==> src/rtl/cbp_pkg.sv <==
// Shared types and constants for the circle boundary projection block.
package cbp_pkg;

  localparam int unsigned CoordW    = 32;
  localparam int unsigned RadiusW   = 31;
  localparam int unsigned DeltaW    = 33;
  localparam int unsigned MagW      = 32;
  localparam int unsigned ProdW     = 64;
  localparam int unsigned RadicandW = 66;
  localparam int unsigned RootW     = 33;
  localparam int unsigned RemW      = 35;
  localparam int unsigned DremW     = 33;
  localparam int unsigned ResW      = 34;
  localparam int unsigned AddrW     = 4;
  localparam int unsigned ApbDataW  = 32;

  localparam int unsigned RootSteps = 33;
  localparam int unsigned DivSteps  = 32;
  localparam int unsigned CntW      = 6;

  localparam logic signed [CoordW-1:0] CentreReset = '0;
  localparam logic [RadiusW-1:0]       RadiusReset = 31'd65536;

  typedef enum logic [1:0] {
    REG_CENTRE_X = 2'd0,
    REG_CENTRE_Y = 2'd1,
    REG_RADIUS   = 2'd2,
    REG_NONE     = 2'd3
  } reg_idx_e;

  typedef enum logic [3:0] {
    OP_NONE  = 4'd0,
    OP_LOAD  = 4'd1,
    OP_SQX   = 4'd2,
    OP_SQY   = 4'd3,
    OP_SUM   = 4'd4,
    OP_ROOT  = 4'd5,
    OP_PASS  = 4'd6,
    OP_MULX  = 4'd7,
    OP_MULY  = 4'd8,
    OP_DINIT = 4'd9,
    OP_DIV   = 4'd10,
    OP_RESX  = 4'd11,
    OP_RESY  = 4'd12,
    OP_OUT   = 4'd13
  } op_e;

  typedef struct packed {
    op_e op;
  } cmd_t;

  typedef struct packed {
    logic outside;
    logic out_free;
  } stat_t;

endpackage

==> src/rtl/cbp_ctrl.sv <==
// Sequencer for the circle boundary projection datapath.
module cbp_ctrl (
  input  logic          clk_i,
  input  logic          rst_ni,
  input  logic          in_valid_i,
  output logic          in_ready_o,
  input  cbp_pkg::stat_t stat_i,
  output cbp_pkg::cmd_t  cmd_o
);
  import cbp_pkg::*;

  typedef enum logic [14:0] {
    S_IDLE = 15'h0001,
    S_SQX  = 15'h0002,
    S_SQY  = 15'h0004,
    S_SUM  = 15'h0008,
    S_ROOT = 15'h0010,
    S_CMP  = 15'h0020,
    S_MULX = 15'h0040,
    S_DINX = 15'h0080,
    S_DIVX = 15'h0100,
    S_RESX = 15'h0200,
    S_MULY = 15'h0400,
    S_DINY = 15'h0800,
    S_DIVY = 15'h1000,
    S_RESY = 15'h2000,
    S_DONE = 15'h4000
  } state_e;

  state_e          state_q, state_d;
  logic [CntW-1:0] cnt_q, cnt_d;

  assign in_ready_o = (state_q == S_IDLE);

  always_comb begin
    state_d    = state_q;
    cnt_d      = cnt_q;
    cmd_o.op   = OP_NONE;
    unique case (state_q)
      S_IDLE: begin
        if (in_valid_i) begin
          cmd_o.op = OP_LOAD;
          state_d  = S_SQX;
        end
      end
      S_SQX: begin
        cmd_o.op = OP_SQX;
        state_d  = S_SQY;
      end
      S_SQY: begin
        cmd_o.op = OP_SQY;
        state_d  = S_SUM;
      end
      S_SUM: begin
        cmd_o.op = OP_SUM;
        cnt_d    = '0;
        state_d  = S_ROOT;
      end
      S_ROOT: begin
        cmd_o.op = OP_ROOT;
        cnt_d    = cnt_q + 1'b1;
        if (cnt_q == CntW'(RootSteps - 1)) state_d = S_CMP;
      end
      S_CMP: begin
        if (stat_i.outside) begin
          state_d = S_MULX;
        end else begin
          cmd_o.op = OP_PASS;
          state_d  = S_DONE;
        end
      end
      S_MULX: begin
        cmd_o.op = OP_MULX;
        state_d  = S_DINX;
      end
      S_DINX: begin
        cmd_o.op = OP_DINIT;
        cnt_d    = '0;
        state_d  = S_DIVX;
      end
      S_DIVX: begin
        cmd_o.op = OP_DIV;
        cnt_d    = cnt_q + 1'b1;
        if (cnt_q == CntW'(DivSteps - 1)) state_d = S_RESX;
      end
      S_RESX: begin
        cmd_o.op = OP_RESX;
        state_d  = S_MULY;
      end
      S_MULY: begin
        cmd_o.op = OP_MULY;
        state_d  = S_DINY;
      end
      S_DINY: begin
        cmd_o.op = OP_DINIT;
        cnt_d    = '0;
        state_d  = S_DIVY;
      end
      S_DIVY: begin
        cmd_o.op = OP_DIV;
        cnt_d    = cnt_q + 1'b1;
        if (cnt_q == CntW'(DivSteps - 1)) state_d = S_RESY;
      end
      S_RESY: begin
        cmd_o.op = OP_RESY;
        state_d  = S_DONE;
      end
      S_DONE: begin
        // hold the result until the output register can take it
        if (stat_i.out_free) begin
          cmd_o.op = OP_OUT;
          state_d  = S_IDLE;
        end
      end
      default: begin
        state_d = S_IDLE;
      end
    endcase
  end

  always_ff @(posedge clk_i or negedge rst_ni) begin
    if (!rst_ni) begin
      state_q <= S_IDLE;
      cnt_q   <= '0;
    end else begin
      state_q <= state_d;
      cnt_q   <= cnt_d;
    end
  end

endmodule

==> src/rtl/cbp_dp.sv <==
// Datapath: shared multiplier, bit-serial square root and divider, output register.
module cbp_dp (
  input  logic                clk_i,
  input  logic                rst_ni,
  input  cbp_pkg::cmd_t       cmd_i,
  output cbp_pkg::stat_t      stat_o,
  input  logic signed [31:0]  centre_x_i,
  input  logic signed [31:0]  centre_y_i,
  input  logic [30:0]         circle_radius_i,
  input  logic signed [31:0]  point_x_i,
  input  logic signed [31:0]  point_y_i,
  input  logic                last_point_i,
  output logic signed [31:0]  new_x_o,
  output logic signed [31:0]  new_y_o,
  output logic                moved_o,
  output logic                population_inside_o,
  output logic                end_of_population_o,
  output logic                out_valid_o,
  input  logic                out_ready_i
);
  import cbp_pkg::*;

  function automatic logic [CoordW-1:0] sat_coord(logic signed [ResW-1:0] v);
    logic signed [ResW-1:0] hi;
    logic signed [ResW-1:0] lo;
    hi = ResW'(signed'({1'b0, {(CoordW-1){1'b1}}}));
    lo = -hi - ResW'(1);
    if (v > hi) return {1'b0, {(CoordW-1){1'b1}}};
    if (v < lo) return {1'b1, {(CoordW-1){1'b0}}};
    return v[CoordW-1:0];
  endfunction

  logic signed [CoordW-1:0] px_q, py_q;
  logic                     last_q;
  logic [MagW-1:0]          ax_q, ay_q;
  logic                     negx_q, negy_q;
  logic [ProdW-1:0]         prod_q;
  logic [RadicandW-1:0]     acc_q;
  logic [RemW-1:0]          rem_q;
  logic [RootW-1:0]         root_q;
  logic [DremW-1:0]         drem_q;
  logic [MagW-1:0]          dq_q;
  logic [CoordW-1:0]        resx_q, resy_q;
  logic [CoordW-1:0]        outx_q, outy_q;
  logic                     moved_q, popin_q, eop_q, out_valid_q;
  logic                     all_inside_q;

  logic signed [DeltaW-1:0] dx, dy, dx_abs, dy_abs;
  logic [MagW-1:0]          mul_a, mul_b;
  logic [ProdW-1:0]         mul_p;
  logic [RemW:0]            rem_sh, trial, rem_sub;
  logic                     root_ge;
  logic [DremW:0]           div_t, div_d, div_sub;
  logic                     div_ge;
  logic signed [ResW-1:0]   q_ext, res_off_x, res_off_y, res_x, res_y;
  logic                     outside;

  // differences are exact in 33 bits; magnitudes fit in 32
  assign dx     = DeltaW'(point_x_i) - DeltaW'(centre_x_i);
  assign dy     = DeltaW'(point_y_i) - DeltaW'(centre_y_i);
  assign dx_abs = dx[DeltaW-1] ? -dx : dx;
  assign dy_abs = dy[DeltaW-1] ? -dy : dy;

  always_comb begin
    mul_a = ax_q;
    mul_b = ax_q;
    case (cmd_i.op)
      OP_SQY: begin
        mul_a = ay_q;
        mul_b = ay_q;
      end
      OP_MULX: begin
        mul_a = MagW'(circle_radius_i);
        mul_b = ax_q;
      end
      OP_MULY: begin
        mul_a = MagW'(circle_radius_i);
        mul_b = ay_q;
      end
      default: begin
        mul_a = ax_q;
        mul_b = ax_q;
      end
    endcase
  end
  assign mul_p = mul_a * mul_b;

  // one result bit per step from the top two radicand bits
  assign rem_sh  = {rem_q[RemW-2:0], acc_q[RadicandW-1 -: 2]};
  assign trial   = {1'b0, root_q, 2'b01};
  assign root_ge = rem_sh >= trial;
  assign rem_sub = rem_sh - trial;

  // restoring division by d = root_q; the remainder stays below d
  assign div_t   = {drem_q, dq_q[MagW-1]};
  assign div_d   = {1'b0, root_q};
  assign div_ge  = div_t >= div_d;
  assign div_sub = div_t - div_d;

  assign q_ext     = ResW'(dq_q);
  assign res_off_x = negx_q ? -q_ext : q_ext;
  assign res_off_y = negy_q ? -q_ext : q_ext;
  assign res_x     = ResW'(centre_x_i) + res_off_x;
  assign res_y     = ResW'(centre_y_i) + res_off_y;

  assign outside = root_q > RootW'(circle_radius_i);

  assign stat_o.outside  = outside;
  assign stat_o.out_free = !out_valid_q || out_ready_i;

  always_ff @(posedge clk_i) begin
    case (cmd_i.op)
      OP_LOAD: begin
        px_q   <= point_x_i;
        py_q   <= point_y_i;
        last_q <= last_point_i;
        ax_q   <= dx_abs[MagW-1:0];
        ay_q   <= dy_abs[MagW-1:0];
        negx_q <= dx[DeltaW-1];
        negy_q <= dy[DeltaW-1];
      end
      OP_SQX, OP_MULX, OP_MULY: begin
        prod_q <= mul_p;
      end
      OP_SQY: begin
        acc_q  <= RadicandW'(prod_q);
        prod_q <= mul_p;
      end
      OP_SUM: begin
        acc_q  <= acc_q + RadicandW'(prod_q);
        rem_q  <= '0;
        root_q <= '0;
      end
      OP_ROOT: begin
        acc_q  <= {acc_q[RadicandW-3:0], 2'b00};
        rem_q  <= root_ge ? rem_sub[RemW-1:0] : rem_sh[RemW-1:0];
        root_q <= {root_q[RootW-2:0], root_ge};
      end
      OP_PASS: begin
        resx_q <= px_q;
        resy_q <= py_q;
      end
      OP_DINIT: begin
        // product is below 2^63 and its upper half below d
        drem_q <= DremW'(prod_q[ProdW-2:MagW]);
        dq_q   <= prod_q[MagW-1:0];
      end
      OP_DIV: begin
        drem_q <= div_ge ? div_sub[DremW-1:0] : div_t[DremW-1:0];
        dq_q   <= {dq_q[MagW-2:0], div_ge};
      end
      OP_RESX: begin
        resx_q <= sat_coord(res_x);
      end
      OP_RESY: begin
        resy_q <= sat_coord(res_y);
      end
      OP_OUT: begin
        outx_q  <= resx_q;
        outy_q  <= resy_q;
        moved_q <= outside;
        popin_q <= last_q && all_inside_q && !outside;
        eop_q   <= last_q;
      end
      default: begin
      end
    endcase
  end

  always_ff @(posedge clk_i or negedge rst_ni) begin
    if (!rst_ni) begin
      out_valid_q  <= 1'b0;
      all_inside_q <= 1'b1;
    end else begin
      if (cmd_i.op == OP_OUT) begin
        out_valid_q  <= 1'b1;
        all_inside_q <= last_q ? 1'b1 : (all_inside_q && !outside);
      end else if (out_ready_i) begin
        out_valid_q <= 1'b0;
      end
    end
  end

  assign new_x_o             = outx_q;
  assign new_y_o             = outy_q;
  assign moved_o             = moved_q;
  assign population_inside_o = popin_q;
  assign end_of_population_o = eop_q;
  assign out_valid_o         = out_valid_q;

endmodule

==> src/rtl/circle_boundary_projection_top.sv <==
// Top level: register port, sequencer and datapath of the disk clamp.
//
//   channel  direction  handshake             payload
//   in       input      in_valid_i/in_ready_o point_x_i, point_y_i, last_point_i
//   out      output     out_valid_o/out_ready_i new_x_o, new_y_o, moved_o,
//                                             population_inside_o, end_of_population_o
//   cfg      input      APB psel/penable      paddr, pwdata, prdata
//
// An item inside the disk runs the 33-step square root before its result; an item
// outside also runs two 32-step divisions. The root and the divisions run one bit
// per cycle, each in its own bit-serial registers.
// One item is worked on at a time; the next is accepted once the result is in
// the output register, even while that result waits on out_ready_i.
// Reset clears control state and out_valid_o, sets the all-inside flag and loads centre 0, radius 65536.
module circle_boundary_projection_top (
  input  logic                clk_i,
  input  logic                rst_ni,
  input  logic                in_valid_i,
  output logic                in_ready_o,
  input  logic signed [31:0]  point_x_i,
  input  logic signed [31:0]  point_y_i,
  input  logic                last_point_i,
  output logic                out_valid_o,
  input  logic                out_ready_i,
  output logic signed [31:0]  new_x_o,
  output logic signed [31:0]  new_y_o,
  output logic                moved_o,
  output logic                population_inside_o,
  output logic                end_of_population_o,
  input  logic                psel,
  input  logic                penable,
  input  logic                pwrite,
  input  logic [cbp_pkg::AddrW-1:0]    paddr,
  input  logic [cbp_pkg::ApbDataW-1:0] pwdata,
  output logic [cbp_pkg::ApbDataW-1:0] prdata,
  output logic                pready
);
  import cbp_pkg::*;

  logic signed [CoordW-1:0] centre_x_q, centre_y_q;
  logic [RadiusW-1:0]       radius_q;
  reg_idx_e                 reg_idx;
  logic                     wr_en;
  cmd_t                     cmd;
  stat_t                    stat;

  assign pready  = 1'b1;
  assign reg_idx = reg_idx_e'(paddr[AddrW-1:2]);
  assign wr_en   = psel && penable && pwrite && pready;

  always_ff @(posedge clk_i or negedge rst_ni) begin
    if (!rst_ni) begin
      centre_x_q <= CentreReset;
      centre_y_q <= CentreReset;
      radius_q   <= RadiusReset;
    end else if (wr_en) begin
      unique case (reg_idx)
        REG_CENTRE_X: centre_x_q <= pwdata;
        REG_CENTRE_Y: centre_y_q <= pwdata;
        REG_RADIUS:   radius_q   <= pwdata[RadiusW-1:0];
        default: begin
        end
      endcase
    end
  end

  always_comb begin
    unique case (reg_idx)
      REG_CENTRE_X: prdata = centre_x_q;
      REG_CENTRE_Y: prdata = centre_y_q;
      REG_RADIUS:   prdata = ApbDataW'(radius_q);
      default:      prdata = '0;
    endcase
  end

  cbp_ctrl u_ctrl (
    .clk_i      (clk_i),
    .rst_ni     (rst_ni),
    .in_valid_i (in_valid_i),
    .in_ready_o (in_ready_o),
    .stat_i     (stat),
    .cmd_o      (cmd)
  );

  cbp_dp u_dp (
    .clk_i               (clk_i),
    .rst_ni              (rst_ni),
    .cmd_i               (cmd),
    .stat_o              (stat),
    .centre_x_i          (centre_x_q),
    .centre_y_i          (centre_y_q),
    .circle_radius_i     (radius_q),
    .point_x_i           (point_x_i),
    .point_y_i           (point_y_i),
    .last_point_i        (last_point_i),
    .new_x_o             (new_x_o),
    .new_y_o             (new_y_o),
    .moved_o             (moved_o),
    .population_inside_o (population_inside_o),
    .end_of_population_o (end_of_population_o),
    .out_valid_o         (out_valid_o),
    .out_ready_i         (out_ready_i)
  );

endmodule

==> config.mk <==
export PLATFORM = sky130hd
export DESIGN_NAME = circle_boundary_projection_top
export DESIGN_NICKNAME = d
export VERILOG_FILES = /design/src/rtl/cbp_pkg.sv /design/src/rtl/cbp_ctrl.sv /design/src/rtl/cbp_dp.sv /design/src/rtl/circle_boundary_projection_top.sv
export SDC_FILE = /design/constraint.sdc
export NUM_CORES = 2
export LEC_CHECK = 0
export BUFFER_PORTS_ARGS = -buffer_cell sky130_fd_sc_hd__buf_4
export CAP_MARGIN = 40
export CORE_MARGIN = 2
export CORE_UTILIZATION = 59
export CTS_BUF_LIST = sky130_fd_sc_hd__clkbuf_4
export CTS_CLUSTER_SIZE = 8
export DETAILED_ROUTE_END_ITERATION = 8
export MAX_ROUTING_LAYER = met4
export PLACE_DENSITY = 0.84
export SLEW_MARGIN = 20
export SYNTH_ARGS = -nofsm -noshare
export SYNTH_HDL_FRONTEND = slang
export SYNTH_SLANG_ARGS = --single-unit
==> constraint.sdc <==
create_clock -name clk_i -period 9.7 [get_ports clk_i]
set_input_delay 0.485 -clock clk_i [delete_from_list [all_inputs] [get_ports clk_i]]
set_output_delay 0.485 -clock clk_i [all_outputs]
set_load 0.03 [all_outputs]
==> results.json <==
{
  "status": "finished with violations",
  "violations": "negative setup slack",
  "grt_max_degree": 70,
  "arrival_ps": 10920,
  "cts.htree.levels": 4,
  "post-route-util_pct": 70.18,
  "cts_inserted_buffers": 159,
  "ys_ff_latch": 642,
  "overflow": 0,
  "yosys.area.top_type": "fa_1",
  "slew_headroom_pct": 40.34,
  "clkLatencyLatePin_ps": 1240,
  "r2r-start": "u_ctrl.state_q[4]",
  "avgSynthCellArea_um2": 9.406,
  "synth_nets": 9466,
  "drt-pass1-iter-count": 6,
  "final_layout_size_suffix_gt1_share_pct": 16.62,
  "grt_pass1_vias": 65234,
  "stdcell_area_um2": 87900,
  "grtUsageTotal_pct": 44.81,
  "regArea_um2": 18690,
  "drc": 0,
  "drtIter0Drc": 7625,
  "fmax_mhz": 99.84,
  "antenna_found_initial": 18,
  "clockBufferDepth": 3,
  "die_x_um": 358.8,
  "clock-sinks": 642,
  "worstPathMaxFanout": 13,
  "required_ps": 10600,
  "die_area_um2": 128700,
  "hold-worst-slack_ps": 8.021,
  "rr_endpoint": "u_dp.prod_q[60]",
  "vias_per_cell": 6.192,
  "hp-class": "primary input to register",
  "rsz0062_at_grt": "true",
  "wl_um": 279700,
  "max_cap_viol_count": 0,
  "cts_tree": "done",
  "async_reset_ff_share_pct": 18.38,
  "fin_crit_ps": 10020,
  "core_um2": 125200,
  "synth_edf_count": 524,
  "num-fill-cells": 9537,
  "start_kind": "register",
  "grt_pass1_wl_um": 408300,
  "die_y_um": 358.8,
  "yosys_warnings": 0,
  "pin_count": 210,
  "dp_hpwl_um": 221500,
  "multi_input_area_um2": 51610,
  "gp_congestion": 1.115,
  "place_area_um2": 82610,
  "critPathKind": "register to register",
  "min_from": "point_y_i[5]",
  "syn_area_um2": 74260,
  "syn2layout_area_growth_pct": 18.36,
  "drv_slew": 0,
  "min_period_over_period_pct": 103.3,
  "hold_path_end": "u_dp.py_q[5]",
  "layout.nets": 10287,
  "r2r_slack_ps": -320,
  "worst-r2r-cell-count": 39,
  "rows": 130,
  "dr_total_vias": 65119,
  "ys_dominant_reg_cell": "edfxtp_1",
  "slowest_delay_ps": 540,
  "slowest_stage": "fa_1",
  "synth_cell_type_count": 93,
  "synth_area_leaders": "fa_1, edfxtp_1, ha_1",
  "end_kind": "register",
  "root_buffer": "clkbuf_4",
  "finalSetupViolations": 15,
  "postLayoutSetupSlackWorst_ps": -316.3,
  "drtAntennaViolNets": 0,
  "wl_per_cell_um": 26.59,
  "holdPathStages": 2,
  "fin_setup_tns_ps": -1856,
  "netlist_instances": 7895,
  "ys_seq_area_share_pct": 25.17,
  "clock_skew_ps": 102.1,
  "path_clk_slew_ps": 80,
  "synth_top_area_share_pct": 24.32,
  "worst_slew_pin_slew_ps": 885.6,
  "hold_violations": 0,
  "worst_path_most_repeated_cell": "fa_1",
  "start_util_pct": 59.29,
  "portBuffers": 206
}
## registers in the layout, summed over array words and instances (netlist names), 6 cells and up
register / count
u_dp.acc_q: 66
u_ctrl.cnt_q: 6
u_dp.root_q: 33
centre_x_q: 32
u_dp.ay_q: 32
u_dp.new_x_o: 32
u_dp.prod_q: 64
u_dp.dq_q: 32
u_dp.ax_q: 32
u_dp.new_y_o: 32
radius_q: 31
u_dp.px_q: 32
u_dp.resy_q: 32
u_dp.rem_q: 34
u_dp.py_q: 32
u_ctrl.state_q: 15
u_dp.drem_q: 33
u_dp.resx_q: 32
centre_y_q: 32
## critical path: cells and delay by family (launching register included)
kind	cells	cell delay, ps
compound gates	7	1510
xor+xnor	1	120
fa+ha+maj	9	4260
buf+inv	12	1590
flops	1	410
mux	1	180
simple gates	9	1640
## synthesized netlist by cell type (all sizes together) (40+ instances only)
master	instances
fa	902
nand2	889
nor3	85
and3	40
xnor2	317
ha	561
o21ai	368
a221o	60
inv	1103
o211ai	50
nor2	905
xor2	105
dfrtp	115
nand3	65
nor2b	53
clkbuf	293
a21oi	304
edfxtp	524
mux2	70
a22oi	63
mux2i	116
nand2b	55
a21o	191
nand4	49
and2	55
o21bai	53
## worst max path at each step
stage | from | endpoint | depth (start not counted) | slack, ps
global placement | u_ctrl.state_q[3] | u_dp.prod_q[61] | 39 | -1380
finish | u_ctrl.state_q[4] | u_dp.prod_q[60] | 39 | -320
global route | u_ctrl.state_q[11] | u_dp.prod_q[60] | 40 | -510
CTS | u_ctrl.state_q[7] | u_dp.prod_q[60] | 41 | -240
floorplan | u_ctrl.state_q[14] | u_dp.prod_q[63] | 36 | 30
detailed placement | u_ctrl.state_q[3] | u_dp.prod_q[63] | 37 | -1310
## through the flow
stage / cells / worst slack (ps)
3_5_place_dp: 10019 / -1306
3_3_place_gp: 10003 / -1384
6_report: 10516 / -316.3
5_1_grt: 10513 / -513.8
4_1_cts: 10459 / -236.3
2_1_floorplan: 7895 / 34.37
## cell type report
class                      instances  area share [%]
inverter                        1104           4.715
multi-input combinational       5816           58.72
sequential                       642           21.27
timing repair buffer             993           10.49
antenna                           22         0.06263
clock inverter                    50          0.3616
clock buffer                     239           2.041
tap                             1650           2.349
## cells by family (layout without fill, tap and decap cells)
family / Yosys count / after routing / synth area share [%]
compound gates: 1414 / 1414 / 12.57
simple gates: 2330 / 2330 / 13.54
buf+inv: 1437 / 2386 / 7.341
other cells: 1 / 23 / 0.005050
flops: 642 / 642 / 25.17
xor+xnor: 422 / 422 / 4.977
mux: 186 / 186 / 2.625
fa+ha+maj: 1463 / 1463 / 33.77
## layout by cell type (no fill, tap or decap), types with 105 or more instances in the layout
master / count
nand2_1: 887
nor2_1: 896
ha_1: 543
buf_4: 747
a21o_1: 191
dfrtp_1: 115
o21ai_0: 355
a21oi_1: 286
dlygate4sd3_1: 105
clkbuf_4: 240
xnor2_1: 314
edfxtp_1: 524
inv_1: 1092
fa_1: 879
## per-layer routing
metal,vias to the layer above,global-route usage (%),part of all wire [%]
li1,28061,-,-
met1,32023,54.90,37
met2,4017,66.19,45
met3,1018,11.64,11
met4,0,28.14,7.8
met5,-,-,0
## timing repair
action	in CTS	in global routing
hold buffers	106	0
pin swaps	50	59
setup buffers	45	26
gates resized for setup	139	83
endpoints found under the setup margin	33	30
cloned	2	0
endpoints found under the hold margin	244	0
Power is not shown: default switching activity piles up to over one toggle a cycle in this logic, so the estimate is an artifact.
